**src/rtl/scpd_pkg.sv**
```systemverilog
// Package for the sum-checked packet deframer: beat types, result codes,
// controller/datapath command and status structs. No dependencies.
`timescale 1ns / 1ps
`default_nettype none
package scpd_pkg;

	// Buffer depth default and frame layout
	localparam int unsigned MAX_ARGS_DEF = 32;
	localparam int unsigned TICKET_BYTES = 4;
	localparam int unsigned LEN_OVERHEAD = 2;

	// Input beat codes
	localparam logic CMD_BYTE    = 1'b0;
	localparam logic CMD_TIMEOUT = 1'b1;

	// Result kinds
	localparam logic [1:0] KIND_ARG    = 2'd0;
	localparam logic [1:0] KIND_ACCEPT = 2'd1;
	localparam logic [1:0] KIND_REJECT = 2'd2;

	// Result status codes
	localparam logic [1:0] STAT_OK       = 2'd0;
	localparam logic [1:0] STAT_TIMEOUT  = 2'd1;
	localparam logic [1:0] STAT_BAD_LEN  = 2'd2;
	localparam logic [1:0] STAT_BAD_SUM  = 2'd3;

	typedef struct packed {
		logic       cmd;
		logic [7:0] rx_byte;
	} in_item_t;

	typedef struct packed {
		logic [1:0]  kind;
		logic [1:0]  status;
		logic [31:0] ticket;
		logic [7:0]  command;
		logic [5:0]  arg_count;
		logic [4:0]  arg_index;
		logic [7:0]  arg_byte;
		logic        last;
	} out_item_t;

	// Which result the output register loads
	typedef enum logic [2:0] {
		SEL_ARG     = 3'd0,
		SEL_ACCEPT  = 3'd1,
		SEL_REJ_TMO = 3'd2,
		SEL_REJ_LEN = 3'd3,
		SEL_REJ_SUM = 3'd4
	} out_sel_t;

	// Controller -> datapath
	typedef struct packed {
		logic     tkt_first;
		logic     tkt_shift;
		logic     len_load;
		logic     cmd_load;
		logic     arg_write;
		logic     rd_clear;
		logic     rd_next;
		logic     out_load;
		out_sel_t out_sel;
	} dp_cmd_t;

	// Datapath -> controller
	typedef struct packed {
		logic start_hit;
		logic tkt_done;
		logic len_bad;
		logic args_zero;
		logic args_last;
		logic sum_ok;
		logic rd_last;
		logic out_free;
	} dp_sts_t;

endpackage
`default_nettype wire

```
**src/rtl/scpd_dpath.sv**
```systemverilog
// Deframer datapath: start byte register, ticket/length/command/sum registers,
// argument buffer memory and the output register. Depends on scpd_pkg.
`timescale 1ns / 1ps
`default_nettype none
module scpd_dpath #(
	parameter int unsigned MAX_ARGS = scpd_pkg::MAX_ARGS_DEF
) (
	input  wire logic              clk,
	input  wire logic              arst_n,
	input  wire logic              cfg_we,
	input  wire logic [7:0]        cfg_wdata,
	input  wire logic [7:0]        rx_byte,
	input  wire scpd_pkg::dp_cmd_t cmd,
	output scpd_pkg::dp_sts_t      sts,
	input  wire logic              out_ready,
	output logic                   out_valid,
	output scpd_pkg::out_item_t    out_data
);
	import scpd_pkg::*;

	localparam int unsigned AW = (MAX_ARGS > 1) ? $clog2(MAX_ARGS) : 1;

	logic [7:0]  start_q;
	logic [31:0] ticket_q;
	logic [7:0]  command_q;
	logic [7:0]  sum_q;
	logic [5:0]  cnt_q;
	logic [5:0]  total_q;
	logic [5:0]  rd_idx_q;
	logic [7:0]  rd_data_q;
	logic        out_valid_q;
	out_item_t   out_q;
	logic [7:0]  mem [MAX_ARGS];

	logic [8:0]  len_m2;
	logic [6:0]  cnt_inc;
	logic [6:0]  rd_inc;
	out_item_t   out_next;

	assign len_m2  = {1'b0, rx_byte} - 9'(LEN_OVERHEAD);
	assign cnt_inc = {1'b0, cnt_q} + 7'd1;
	assign rd_inc  = {1'b0, rd_idx_q} + 7'd1;

	// Status toward the controller
	always_comb begin
		sts.start_hit = (rx_byte == start_q);
		sts.tkt_done  = (cnt_q >= 6'(TICKET_BYTES - 1));
		sts.len_bad   = (rx_byte < 8'(LEN_OVERHEAD)) || (len_m2 > 9'(MAX_ARGS));
		sts.args_zero = (total_q == 6'd0);
		sts.args_last = (cnt_inc >= {1'b0, total_q});
		sts.sum_ok    = (rx_byte == sum_q);
		sts.rd_last   = (rd_inc >= {1'b0, total_q});
		sts.out_free  = !out_valid_q || out_ready;
	end

	// Start byte register
	always_ff @(posedge clk or negedge arst_n) begin
		if (!arst_n) begin
			start_q <= 8'hFF;
		end else if (cfg_we) begin
			start_q <= cfg_wdata;
		end
	end

	// Frame header, counters and running sum
	always_ff @(posedge clk or negedge arst_n) begin
		if (!arst_n) begin
			ticket_q  <= '0;
			command_q <= '0;
			sum_q     <= '0;
			cnt_q     <= '0;
			total_q   <= '0;
			rd_idx_q  <= '0;
		end else begin
			if (cmd.tkt_first) begin
				ticket_q <= {24'd0, rx_byte};
				sum_q    <= rx_byte;
				cnt_q    <= 6'd1;
			end
			if (cmd.tkt_shift) begin
				ticket_q <= {ticket_q[23:0], rx_byte};
				sum_q    <= sum_q + rx_byte;
				cnt_q    <= cnt_inc[5:0];
			end
			if (cmd.len_load) begin
				total_q <= len_m2[5:0];
				sum_q   <= sum_q + rx_byte;
			end
			if (cmd.cmd_load) begin
				command_q <= rx_byte;
				sum_q     <= sum_q + rx_byte;
				cnt_q     <= '0;
			end
			if (cmd.arg_write) begin
				sum_q <= sum_q + rx_byte;
				cnt_q <= cnt_inc[5:0];
			end
			if (cmd.rd_clear) begin
				rd_idx_q <= '0;
			end else if (cmd.rd_next) begin
				rd_idx_q <= rd_inc[5:0];
			end
		end
	end

	// Argument buffer: one write port, registered read
	always_ff @(posedge clk) begin
		if (cmd.arg_write) begin
			mem[cnt_q[AW-1:0]] <= rx_byte;
		end
		rd_data_q <= mem[rd_idx_q[AW-1:0]];
	end

	// Result selection
	always_comb begin
		out_next = '0;
		unique case (cmd.out_sel)
			SEL_ARG: begin
				out_next.kind      = KIND_ARG;
				out_next.status    = STAT_OK;
				out_next.ticket    = ticket_q;
				out_next.command   = command_q;
				out_next.arg_count = total_q;
				out_next.arg_index = rd_idx_q[4:0];
				out_next.arg_byte  = rd_data_q;
				out_next.last      = 1'b0;
			end
			SEL_ACCEPT: begin
				out_next.kind      = KIND_ACCEPT;
				out_next.status    = STAT_OK;
				out_next.ticket    = ticket_q;
				out_next.command   = command_q;
				out_next.arg_count = total_q;
				out_next.last      = 1'b1;
			end
			SEL_REJ_TMO: begin
				out_next.kind   = KIND_REJECT;
				out_next.status = STAT_TIMEOUT;
				out_next.last   = 1'b1;
			end
			SEL_REJ_LEN: begin
				out_next.kind   = KIND_REJECT;
				out_next.status = STAT_BAD_LEN;
				out_next.ticket = ticket_q;
				out_next.last   = 1'b1;
			end
			SEL_REJ_SUM: begin
				out_next.kind      = KIND_REJECT;
				out_next.status    = STAT_BAD_SUM;
				out_next.ticket    = ticket_q;
				out_next.command   = command_q;
				out_next.arg_count = total_q;
				out_next.last      = 1'b1;
			end
			default: out_next = '0;
		endcase
	end

	// Output register valid
	always_ff @(posedge clk or negedge arst_n) begin
		if (!arst_n) begin
			out_valid_q <= 1'b0;
		end else if (cmd.out_load) begin
			out_valid_q <= 1'b1;
		end else if (out_ready) begin
			out_valid_q <= 1'b0;
		end
	end

	// Output register payload
	always_ff @(posedge clk) begin
		if (cmd.out_load) begin
			out_q <= out_next;
		end
	end

	assign out_valid = out_valid_q;
	assign out_data  = out_q;

endmodule
`default_nettype wire

```
**src/rtl/scpd_ctrl.sv**
```systemverilog
// Deframer controller: one-hot frame state machine that sequences the
// datapath and the result burst. Depends on scpd_pkg.
`timescale 1ns / 1ps
`default_nettype none
module scpd_ctrl (
	input  wire logic              clk,
	input  wire logic              arst_n,
	input  wire logic              in_valid,
	input  wire logic              in_cmd,
	output logic                   in_ready,
	input  wire scpd_pkg::dp_sts_t sts,
	output scpd_pkg::dp_cmd_t      cmd
);
	import scpd_pkg::*;

	typedef enum logic [8:0] {
		ST_HUNT     = 9'b000000001,
		ST_TICKET   = 9'b000000010,
		ST_LENGTH   = 9'b000000100,
		ST_COMMAND  = 9'b000001000,
		ST_ARGS     = 9'b000010000,
		ST_CHECK    = 9'b000100000,
		ST_EMIT_RD  = 9'b001000000,
		ST_EMIT_ARG = 9'b010000000,
		ST_EMIT_ACC = 9'b100000000
	} state_t;

	state_t state_q, state_d;
	logic   start_seen_q, start_seen_d;
	logic   rx_state;
	logic   accept;

	// Receiving states take a beat only when the output register can take a result
	assign rx_state = (state_q == ST_HUNT) || (state_q == ST_TICKET) ||
	                  (state_q == ST_LENGTH) || (state_q == ST_COMMAND) ||
	                  (state_q == ST_ARGS) || (state_q == ST_CHECK);
	assign in_ready = rx_state && sts.out_free;
	assign accept   = in_valid && in_ready;

	// Next state and datapath commands
	always_comb begin
		state_d      = state_q;
		start_seen_d = start_seen_q;
		cmd          = '0;
		cmd.out_sel  = SEL_ARG;
		if (accept && (in_cmd == CMD_TIMEOUT)) begin
			cmd.out_load = 1'b1;
			cmd.out_sel  = SEL_REJ_TMO;
			state_d      = ST_HUNT;
			start_seen_d = 1'b0;
		end else begin
			unique case (state_q)
				ST_HUNT: begin
					if (accept) begin
						if (sts.start_hit) begin
							start_seen_d = 1'b1;
						end else if (start_seen_q) begin
							cmd.tkt_first = 1'b1;
							state_d       = ST_TICKET;
						end
					end
				end
				ST_TICKET: begin
					if (accept) begin
						cmd.tkt_shift = 1'b1;
						if (sts.tkt_done) begin
							state_d = ST_LENGTH;
						end
					end
				end
				ST_LENGTH: begin
					if (accept) begin
						if (sts.len_bad) begin
							cmd.out_load = 1'b1;
							cmd.out_sel  = SEL_REJ_LEN;
							state_d      = ST_HUNT;
							start_seen_d = 1'b0;
						end else begin
							cmd.len_load = 1'b1;
							state_d      = ST_COMMAND;
						end
					end
				end
				ST_COMMAND: begin
					if (accept) begin
						cmd.cmd_load = 1'b1;
						state_d      = sts.args_zero ? ST_CHECK : ST_ARGS;
					end
				end
				ST_ARGS: begin
					if (accept) begin
						cmd.arg_write = 1'b1;
						if (sts.args_last) begin
							state_d = ST_CHECK;
						end
					end
				end
				ST_CHECK: begin
					if (accept) begin
						if (!sts.sum_ok) begin
							cmd.out_load = 1'b1;
							cmd.out_sel  = SEL_REJ_SUM;
							state_d      = ST_HUNT;
							start_seen_d = 1'b0;
						end else begin
							cmd.rd_clear = 1'b1;
							state_d      = sts.args_zero ? ST_EMIT_ACC : ST_EMIT_RD;
						end
					end
				end
				// Buffer read issued here, data registered for the next state
				ST_EMIT_RD: begin
					state_d = ST_EMIT_ARG;
				end
				ST_EMIT_ARG: begin
					if (sts.out_free) begin
						cmd.out_load = 1'b1;
						cmd.out_sel  = SEL_ARG;
						cmd.rd_next  = 1'b1;
						state_d      = sts.rd_last ? ST_EMIT_ACC : ST_EMIT_RD;
					end
				end
				ST_EMIT_ACC: begin
					if (sts.out_free) begin
						cmd.out_load = 1'b1;
						cmd.out_sel  = SEL_ACCEPT;
						state_d      = ST_HUNT;
						start_seen_d = 1'b0;
					end
				end
				default: begin
					state_d      = ST_HUNT;
					start_seen_d = 1'b0;
				end
			endcase
		end
	end

	// State registers
	always_ff @(posedge clk or negedge arst_n) begin
		if (!arst_n) begin
			state_q      <= ST_HUNT;
			start_seen_q <= 1'b0;
		end else begin
			state_q      <= state_d;
			start_seen_q <= start_seen_d;
		end
	end

endmodule
`default_nettype wire

```
**src/rtl/sum_checked_packet_deframer_core.sv**
```systemverilog
// Top level of the sum-checked packet deframer: controller plus datapath.
// Depends on scpd_pkg, scpd_ctrl and scpd_dpath.
//
//   channel   direction  handshake            payload
//   cfg       in         cfg_we               cfg_wdata (start byte)
//   in        in         in_valid / in_ready  in_data  (in_item_t)
//   out       out        out_valid / out_ready out_data (out_item_t)
//
// A received beat is taken while the output register is free or
// draining. A good packet then emits each argument beat by a buffer read
// and then an output load, and closes with the accepted beat; the
// input is held off during that burst. Output back-pressure stretches both.
// Reset is asynchronous; the argument buffer needs no clearing pass.
`timescale 1ns / 1ps
`default_nettype none
module sum_checked_packet_deframer_core #(
	parameter int unsigned MAX_ARGS = scpd_pkg::MAX_ARGS_DEF
) (
	input  wire logic                clk,
	input  wire logic                arst_n,
	input  wire logic                cfg_we,
	input  wire logic [7:0]          cfg_wdata,
	input  wire logic                in_valid,
	output logic                     in_ready,
	input  wire scpd_pkg::in_item_t  in_data,
	output logic                     out_valid,
	input  wire logic                out_ready,
	output scpd_pkg::out_item_t      out_data
);
	import scpd_pkg::*;

	dp_cmd_t dp_cmd;
	dp_sts_t dp_sts;

	scpd_ctrl u_ctrl (
		.clk      (clk),
		.arst_n   (arst_n),
		.in_valid (in_valid),
		.in_cmd   (in_data.cmd),
		.in_ready (in_ready),
		.sts      (dp_sts),
		.cmd      (dp_cmd)
	);

	scpd_dpath #(
		.MAX_ARGS (MAX_ARGS)
	) u_dpath (
		.clk       (clk),
		.arst_n    (arst_n),
		.cfg_we    (cfg_we),
		.cfg_wdata (cfg_wdata),
		.rx_byte   (in_data.rx_byte),
		.cmd       (dp_cmd),
		.sts       (dp_sts),
		.out_ready (out_ready),
		.out_valid (out_valid),
		.out_data  (out_data)
	);

endmodule
`default_nettype wire

```
**config.mk**
```make
export PLATFORM = sky130hd
export DESIGN_NAME = sum_checked_packet_deframer_core
export DESIGN_NICKNAME = d
export VERILOG_FILES = /design/src/rtl/scpd_pkg.sv /design/src/rtl/scpd_dpath.sv /design/src/rtl/scpd_ctrl.sv /design/src/rtl/sum_checked_packet_deframer_core.sv
export SDC_FILE = /design/constraint.sdc
export NUM_CORES = 1
export LEC_CHECK = 0
export ABC_AREA = 1
export BUFFER_PORTS_ARGS = -buffer_cell sky130_fd_sc_hd__buf_2
export CAP_MARGIN = 10
export CORE_UTILIZATION = 45
export CTS_BUF_LIST = sky130_fd_sc_hd__clkbuf_16
export CTS_CLUSTER_SIZE = 28
export DETAILED_ROUTE_END_ITERATION = 8
export GPL_TIMING_DRIVEN = 0
export PLACE_DENSITY = 0.72
export SLEW_MARGIN = 20
export SYNTH_ARGS = -nofsm -noshare
export SYNTH_HDL_FRONTEND = slang
export SYNTH_SLANG_ARGS = --single-unit
export TNS_END_PERCENT = 30
```
**constraint.sdc**
```tcl
create_clock -name clk -period 5.1 [get_ports clk]
set_clock_uncertainty 0.2 [all_clocks]
set_input_delay 0.255 -clock clk [delete_from_list [all_inputs] [get_ports clk]]
set_output_delay 0.255 -clock clk [all_outputs]
set_load 0.01 [all_outputs]
```
==> impl_results.md, run 1 <==
- Post-synthesis sequential area ratio: 0.678
- Routed WL: 46.2 mm
- Area growth syn-to-layout: 14.9%
- First drt pass iteration count: 6
- Unique masters post-synth: 42
- Gr ovfl total: 0
- Number of global-route vias before repair: 12400
- Placeable Area: 0.0386 sq mm
- Yosys warning count: 0
- Syn avg cell area: around 11 sq um
- Num CTS Buffers: just over 40
- Fmax: 269 MHz
- Die W: between 150 and 200 microns
- Part of the cycle the worst path needs: 0.729
- Top delay family on crit path: simple AND/OR/NAND/NOR gates
- Most frequent cells in the layout: edfxtp_1 (320), nor2_1 (245), nand2_1 (222)
- RSZ-0062 raised after global routing: false
- Via Count: 12700
- Worst hold path class: in2reg
- Clk root buf: clkbuf_16
- Detail Placement HPWL: ~31 mm
- Outcome: complete, no violations
- Vias/cell: ~5.5
- Max Slew Vio Count: 0
- Ant diodes: 0
- Setup CP Type: in2reg
- DRT iter0 DRCs: between 1000 and 1500
- Max cap viols: 0
- Total GRT Usage: 0.238
- Crit path max fanout: 39
- Nets: between 1500 and 2000
- Antenna Nets Post-Route: 0
- Synth Net Count: roughly 1600
- Post-CTS sizing: 0
- Worst-path cell chain: buf_2 -> inv_1 -> ha_1 -> xnor2_1 -> nand4_1 -> o21ai_0 -> nand2_1 -> nand4_2 -> nand2_2 -> nor2_1 -> nand2_1 -> buf_4 -> nor2_1
- Post-Syn Area: 0.0176 sq mm
- Max incr delay on CP: between 600 and 700 ps
- Leakage: 7.90 nW
- Die Height: about 200 microns
- Port buffer count: just under 90
- Worst VDD drop: roughly 0.22 mV
- Pwr/cell area: 462 mW/mm^2
- TritonCTS clock tree: built
- Full die area: between 0.03 and 0.04 sq mm
- # rows: 72
- CP required: around 5300 ps
- DR DRC count: 0
- Min cycle time layout: approximately 3700 ps
- Initial Util: 0.456
- First-pass GRT wire length: just over 70 mm
- Critical-path top delay cell: buf_2
- Critical path endpoint category: flip-flop
- Total Power: 9.32 mW
- Worst Path Buf+Inv: 3
- Initial antenna violation count: 1
- Setup crit start kind: primary input
- Relative slew slack: 0.396
- Worst-margin pin slew: 902 ps
- CTS H-tree depth: 2
- Share of cells above drive strength 1: 0.110
- GP Congestion: 0.941
- Top Ports: 88
- Fillers: ~3300
- Setup Viol. Count Final: 0
- CP arrival: around 4000 ps
- DR WL/cell: a little over 20 microns
- Seq cells post-synth: slightly above 400
- Most common cell after layout, fill and taps aside: edfxtp_1
- Core Util, Final: 0.523
- Largest net degree at the start of global routing: between 50 and 60
- Final hold vios: 0
- Worst skew pair latency: 560 ps
- Clock Path Buffers: 3
- Clock-pin slew on the worst setup and hold paths: 60 ps
- Clock Sinks: 413
- Cells after Synth: about 1600
==> layout make-up <==
| class | count | area [sq um] | area share |
|---|---|---|---|
| clock buffer | 41 | 1030 | 0.0508 |
| sequential | 413 | 11900 | 0.590 |
| tap | 518 | 648 | 0.0321 |
| inverter | 174 | 653 | 0.0324 |
| clock inverter | 35 | 275 | 0.0136 |
| buffer | 66 | 264 | 0.0131 |
| timing repair buffer | 106 | 648 | 0.0321 |
| multi-input combinational | 942 | 4760 | 0.236 |
==> metrics by stage <==
| stage | hold slack (ps) | cell area [sq um] | worst slack (ps) | setup TNS [ps] | instances |
|---|---|---|---|---|---|
| finish | 45.4 | 20200 | 1380 | 0 | 2295 |
| global route | 97.2 | 20200 | 1080 | 0 | 2295 |
| CTS | 26.7 | 20200 | 1400 | 0 | 2295 |
| detailed placement | 139 | 18700 | 859 | 0 | 2202 |
| global placement | 267 | 18700 | -463 | -29160 | 2200 |
| floorplan | -241 | 17600 | 1430 | 0 | 1595 |
==> layer usage <==
| metal | share of wire | GRT usage | vias up |
|---|---|---|---|
| met1 | 0.40 | 0.321 | 6162 |
| met2 | 0.48 | 0.383 | 627 |
| met4 | 0.035 | 0.0933 | 0 |
| li1 | - | - | 5834 |
| met3 | 0.088 | 0.0432 | 114 |
| met5 | 0 | 0 | - |
==> flip-flops by register name, indices dropped and copies added, names as in the netlist, 6 cells and up <==
register / count
u_dpath.out_data: 64
u_dpath.start_q: 8
u_dpath.command_q: 8
u_dpath.rd_data_q: 8
u_dpath.ticket_q: 32
u_dpath.cnt_q: 6
u_dpath.total_q: 6
u_dpath.mem: 256
u_dpath.sum_q: 8
u_dpath.rd_idx_q: 6
u_ctrl.state_q: 9
==> Yosys cell counts <==
master / instances / area share
edfxtp_1: 320 / 0.55
nor2_1: 245 / 0.052
nand2_1: 223 / 0.048
o21ai_0: 189 / 0.054
inv_1: 166 / 0.035
dfrtp_1: 76 / 0.11
clkbuf_1: 54 / 0.012
nand3_1: 51 / 0.015
o22ai_1: 49 / 0.017
o221ai_1: 26 / 0.013
ha_1: 25 / 0.018
a21oi_1: 24 / 0.0068
nand4_1: 20 / 0.0071
o21ai_1: 20 / 0.0057
xor2_1: 17 / 0.0085
buf_2: 10 / 0.0028
o211ai_1: 10 / 0.0043
dfstp_2: 9 / 0.013
dfxtp_1: 8 / 0.0091
nor3_1: 8 / 0.0023
mux2_2: 6 / 0.0038
inv_2: 5 / 0.0011
nand2_2: 5 / 0.0018
xnor2_1: 4 / 0.0020
clkinv_1: 3 / 0.00064
nor4_1: 3 / 0.0011
a211oi_1: 2 / 0.00085
a22oi_1: 2 / 0.00085
o21ai_2: 2 / 0.0010
a21oi_2: 1 / 0.00050
buf_1: 1 / 0.00021
buf_4: 1 / 0.00043
fa_1: 1 / 0.0011
nand3_2: 1 / 0.00057
nand3_4: 1 / 0.0010
nand3b_1: 1 / 0.00043
nand4_2: 1 / 0.00071
nor2_2: 1 / 0.00036
nor2_4: 1 / 0.00064
nor2_8: 1 / 0.0011
nor3_2: 1 / 0.00057
or2_1: 1 / 0.00036
==> power by group <==
part	internal (mW)	total, mW	switching (mW)
logic	0.682	2.12	1.43
registers	4.06	4.25	0.191
clock network	1.68	2.96	1.28
==> worst min-delay path: stages <==
cell      delay, ps
buf_2           120
clkbuf_1        190
o21ai_0         200
==> final timing paths <==
kind | from | end | slack, ps | cells after the start
worst max-delay path | in_data[1] | u_dpath.out_data[13] | 1380 | 13
worst min-delay path | cfg_we | u_dpath.start_q[0] | 50 | 3
worst max register to register | u_ctrl.state_q[3] | u_dpath.out_data[9] | 1400 | 12
worst min register to register | u_dpath.total_q[1] | u_dpath.total_q[1] | 290 | 2
max in group asynchronous | arst_n | u_dpath.sum_q[0] | 3960 | 3
min in group asynchronous | arst_n | u_dpath.ticket_q[17] | 100 | 2
==> cells by family after synthesis <==
logic type / Yosys count / synth area share
buffers and inverters: 240 / 0.0522
AND/OR/NAND/NOR: 564 / 0.133
flip-flops: 413 / 0.678
AO/OA/AOI/OAI: 325 / 0.104
adder cells (fa/ha/maj): 26 / 0.0189
XOR/XNOR: 21 / 0.0105
multiplexers: 6 / 0.00385
==> repair_timing <==
action                     CTS  global route
hold buffers                17             0
hold endpoints to repair    62             0
setup endpoints to repair    0             0
setup buffers                0             0
(Power assumes the default switching activity.)
==> run 2, diff against run 1 <==
--- a/config.mk
+++ b/config.mk
@@ -13,7 +13,7 @@
 export CTS_CLUSTER_SIZE = 28
 export DETAILED_ROUTE_END_ITERATION = 8
 export GPL_TIMING_DRIVEN = 0
-export PLACE_DENSITY = 0.72
+export PLACE_DENSITY = 0.74
 export SLEW_MARGIN = 20
 export SYNTH_ARGS = -nofsm -noshare
 export SYNTH_HDL_FRONTEND = slang
==> constraint.sdc (replaced) <==
create_clock -name clk -period 3.1 [get_ports clk]
set_clock_uncertainty 0.2 [all_clocks]
set_input_delay 0.155 -clock clk [delete_from_list [all_inputs] [get_ports clk]]
set_output_delay 0.155 -clock clk [all_outputs]
set_load 0.01 [all_outputs]
==> impl_results.md, run 2 (synthesis results as in run 1) <==
- Critical R2R Capture: u_dpath.mem[7][6] (was u_dpath.out_data[9])
- Failing checks: negative hold slack
- Fmax: 334 MHz
- Reg2Reg Setup Slack: 110 ps (was 1400 ps)
- First drt pass iteration count: 6 (unchanged)
- Vias/cell: 5.66 (was 5.55)
- DRT iter0 DRCs: 1711 (was 1267)
- Hold Slack: -4.56 ps (was 45.4 ps)
- Leakage: 8.11 nW (was 7.90 nW)
- Setup TNS: 0 ps (unchanged)
- Clock-pin slew on the worst setup and hold paths: 60 ps (about the same)
- Crit path max fanout: 8 (was 39)
- Full die area: 0.0398 sq mm (unchanged)
- Total GRT Usage: 0.239 (was 0.238)
- Number of global-route vias before repair: 12700 (was 12400)
- Max Slew Vio Count: 0 (unchanged)
- Fillers: 3216 (was 3341)
- CP required: 3110 ps (was 5300 ps)
- Port buffer count: 87 (unchanged)
- Clock Sinks: 413 (unchanged)
- Max reg flops: 256 (unchanged)
- Part of the cycle the worst path needs: 0.965
- Most common cell after layout, fill and taps aside: edfxtp_1 (unchanged)
- Worst skew pair latency: 550 ps (was 560 ps)
- Setup CP Type: reg2reg (was in2reg)
- Initial antenna violation count: 0 (was 1)
- TritonCTS clock tree: built (unchanged)
- Detail Placement HPWL: 30.4 mm (was 30.8 mm)
- Largest net degree at the start of global routing: 47 (was 53)
- Final hold vios: 1 (was 0)
- R2R Path Start: u_ctrl.state_q[5] (was u_ctrl.state_q[3])
- DR WL/cell: 20.7 microns (was 20.1 microns)
- CTS H-tree depth: 2 (unchanged)
- Critical path endpoint category: flip-flop (unchanged)
- Worst-margin pin slew: 823 ps (was 902 ps)
- Routed WL: 47.9 mm (was 46.2 mm)
- Share of cells above drive strength 1: 0.144 (was 0.110)
- Setup crit start kind: flip-flop (was primary input)
- Area growth syn-to-layout: 18.6% (was 14.9%)
- Top Ports: 88 (unchanged)
- Hold EP: u_dpath.ticket_q[1] (was u_dpath.start_q[0])
- Clock Path Buffers: 3 (unchanged)
- Inst Count DP: 2202 (unchanged)
- Setup Viol. Count Final: 0 (unchanged)
- DR DRC count: 0 (unchanged)
- Relative slew slack: 0.452 (was 0.396)
- Worst reg2reg path depth: 11 (was 12)
- Initial Util: 0.456 (unchanged)
- Via Count: 13100 (was 12700)
- Most frequent cells in the layout: edfxtp_1 (320), nand2_1 (216), nor2_1 (209) (was edfxtp_1 (320), nor2_1 (245), nand2_1 (222))
- Ant diodes: 0 (unchanged)
- Min cycle time layout: roughly 3000 ps
- Nets: 1812 (was 1792)
- DP Area: 0.0187 sq mm (about the same)
- Die W: 200 microns (unchanged)
- Critical path origin: u_ctrl.state_q[5] (was in_data[1])
- Min-delay src: in_data[1] (was cfg_we)
- Clk root buf: clkbuf_16 (unchanged)
- Num CTS Buffers: 41 (unchanged)
- # rows: 72 (unchanged)
- Antenna Nets Post-Route: 0 (unchanged)
- CP arrival: 3010 ps (was 3920 ps)
- Fin area: 0.0208 sq mm (was 0.0202 sq mm)
- Post-route insts no fill: 2314 (was 2295)
- Max cap viols: 0 (unchanged)
- Worst VDD drop: 0.383 mV (was 0.218 mV)
- Pwr/cell area: 740 mW/mm^2 (was 462 mW/mm^2)
- Placeable Area: 0.0386 sq mm (unchanged)
- Worst Hold Depth: 3 (unchanged)
- First-pass GRT wire length: 71.2 mm (was 70.7 mm)
- GP Congestion: 1.00 (was 0.941)
- Gr ovfl total: 0 (unchanged)
- Worst hold path class: in2reg (unchanged)
- Outcome: finished with violations (was complete, no violations)
- Die Height: 200 microns (unchanged)
## run 2: cell count changes in the layout (fill, tap and decap cells not counted), moves of 3 or more
| cell | previous run | this run |
|---|---|---|
| nor2_1 | 245 | 209 |
| nor2_4 | 1 | 36 |
| buf_12 | 2 | 13 |
| dlygate4sd3_1 | 17 | 24 |
| clkinv_1 | 15 | 9 |
| nand2_1 | 222 | 216 |
| inv_1 | 172 | 177 |
| nand2_4 | 1 | 5 |
| clkbuf_1 | 54 | 51 |
| clkinvlp_4 | 0 | 3 |
## run 2: worst max-delay path by stage
stage / end / slack, ps / cells after the start
final: u_dpath.mem[7][6] / 110 / 11
after global routing: u_dpath.mem[7][5] / -9 / 11
after CTS: u_dpath.mem[4][5] / 20 / 11
after detailed placement: u_dpath.out_data[13] / -990 / 13
after global placement: u_dpath.out_data[8] / -1380 / 11
after floorplan: u_dpath.out_data[0] / 30 / 11
## run 2: per-layer routing
metal  global-route usage  part of all wire
met4               0.0970             0.039
met2                0.390              0.48
met5                    0                 0
met1                0.318              0.39
met3               0.0375             0.092
## run 2: where the power goes
group	total (mW)	internal (mW)	switching, mW
combinational	3.75	1.21	2.55
sequential	6.98	6.67	0.311
clock	4.68	2.62	2.06
## run 2: through the flow
stage | worst slack, ps | power (mW) | utilization
after detailed placement | -994 | 10.5 | 0.485
after global placement | -1380 | 10.4 | 0.484
final | 109 | 15.4 | 0.540
after CTS | 16.6 | 15.3 | 0.534
after global routing | -9.02 | 16.2 | 0.540
after floorplan | 34.0 | 9.33 | -
## run 2: worst max-delay path, cell delays in order, from the launching register on
cell and delay, ps:
dfrtp_1 420, nor2_1 150, nand2_1 150, nor2_4 220, o21ai_2 100, nand3_2 130
nand3_4 160, nor2_8 200, inv_2 80, nor2_4 230, nand2_4 240, nor2_4 370
## run 2: area by class of cell
cell class / count / area (sq um) / share of cell area
multi-input combinational: 943 / 5100 / 0.245
clock buffer: 42 / 1050 / 0.0504
timing repair buffer: 126 / 998 / 0.0479
sequential: 413 / 11900 / 0.572
inverter: 174 / 662 / 0.0318
buffer: 65 / 263 / 0.0126
tap: 518 / 648 / 0.0311
clock inverter: 33 / 204 / 0.00979
## run 2: timing repair
item	in CTS	in global routing
buffers inserted	0	9
hold buffers	28	0
hold endpoints to repair	162	0
gates cloned	0	1
pin swaps	1	11
resized for setup	81	19
endpoints found under the setup margin	326	299
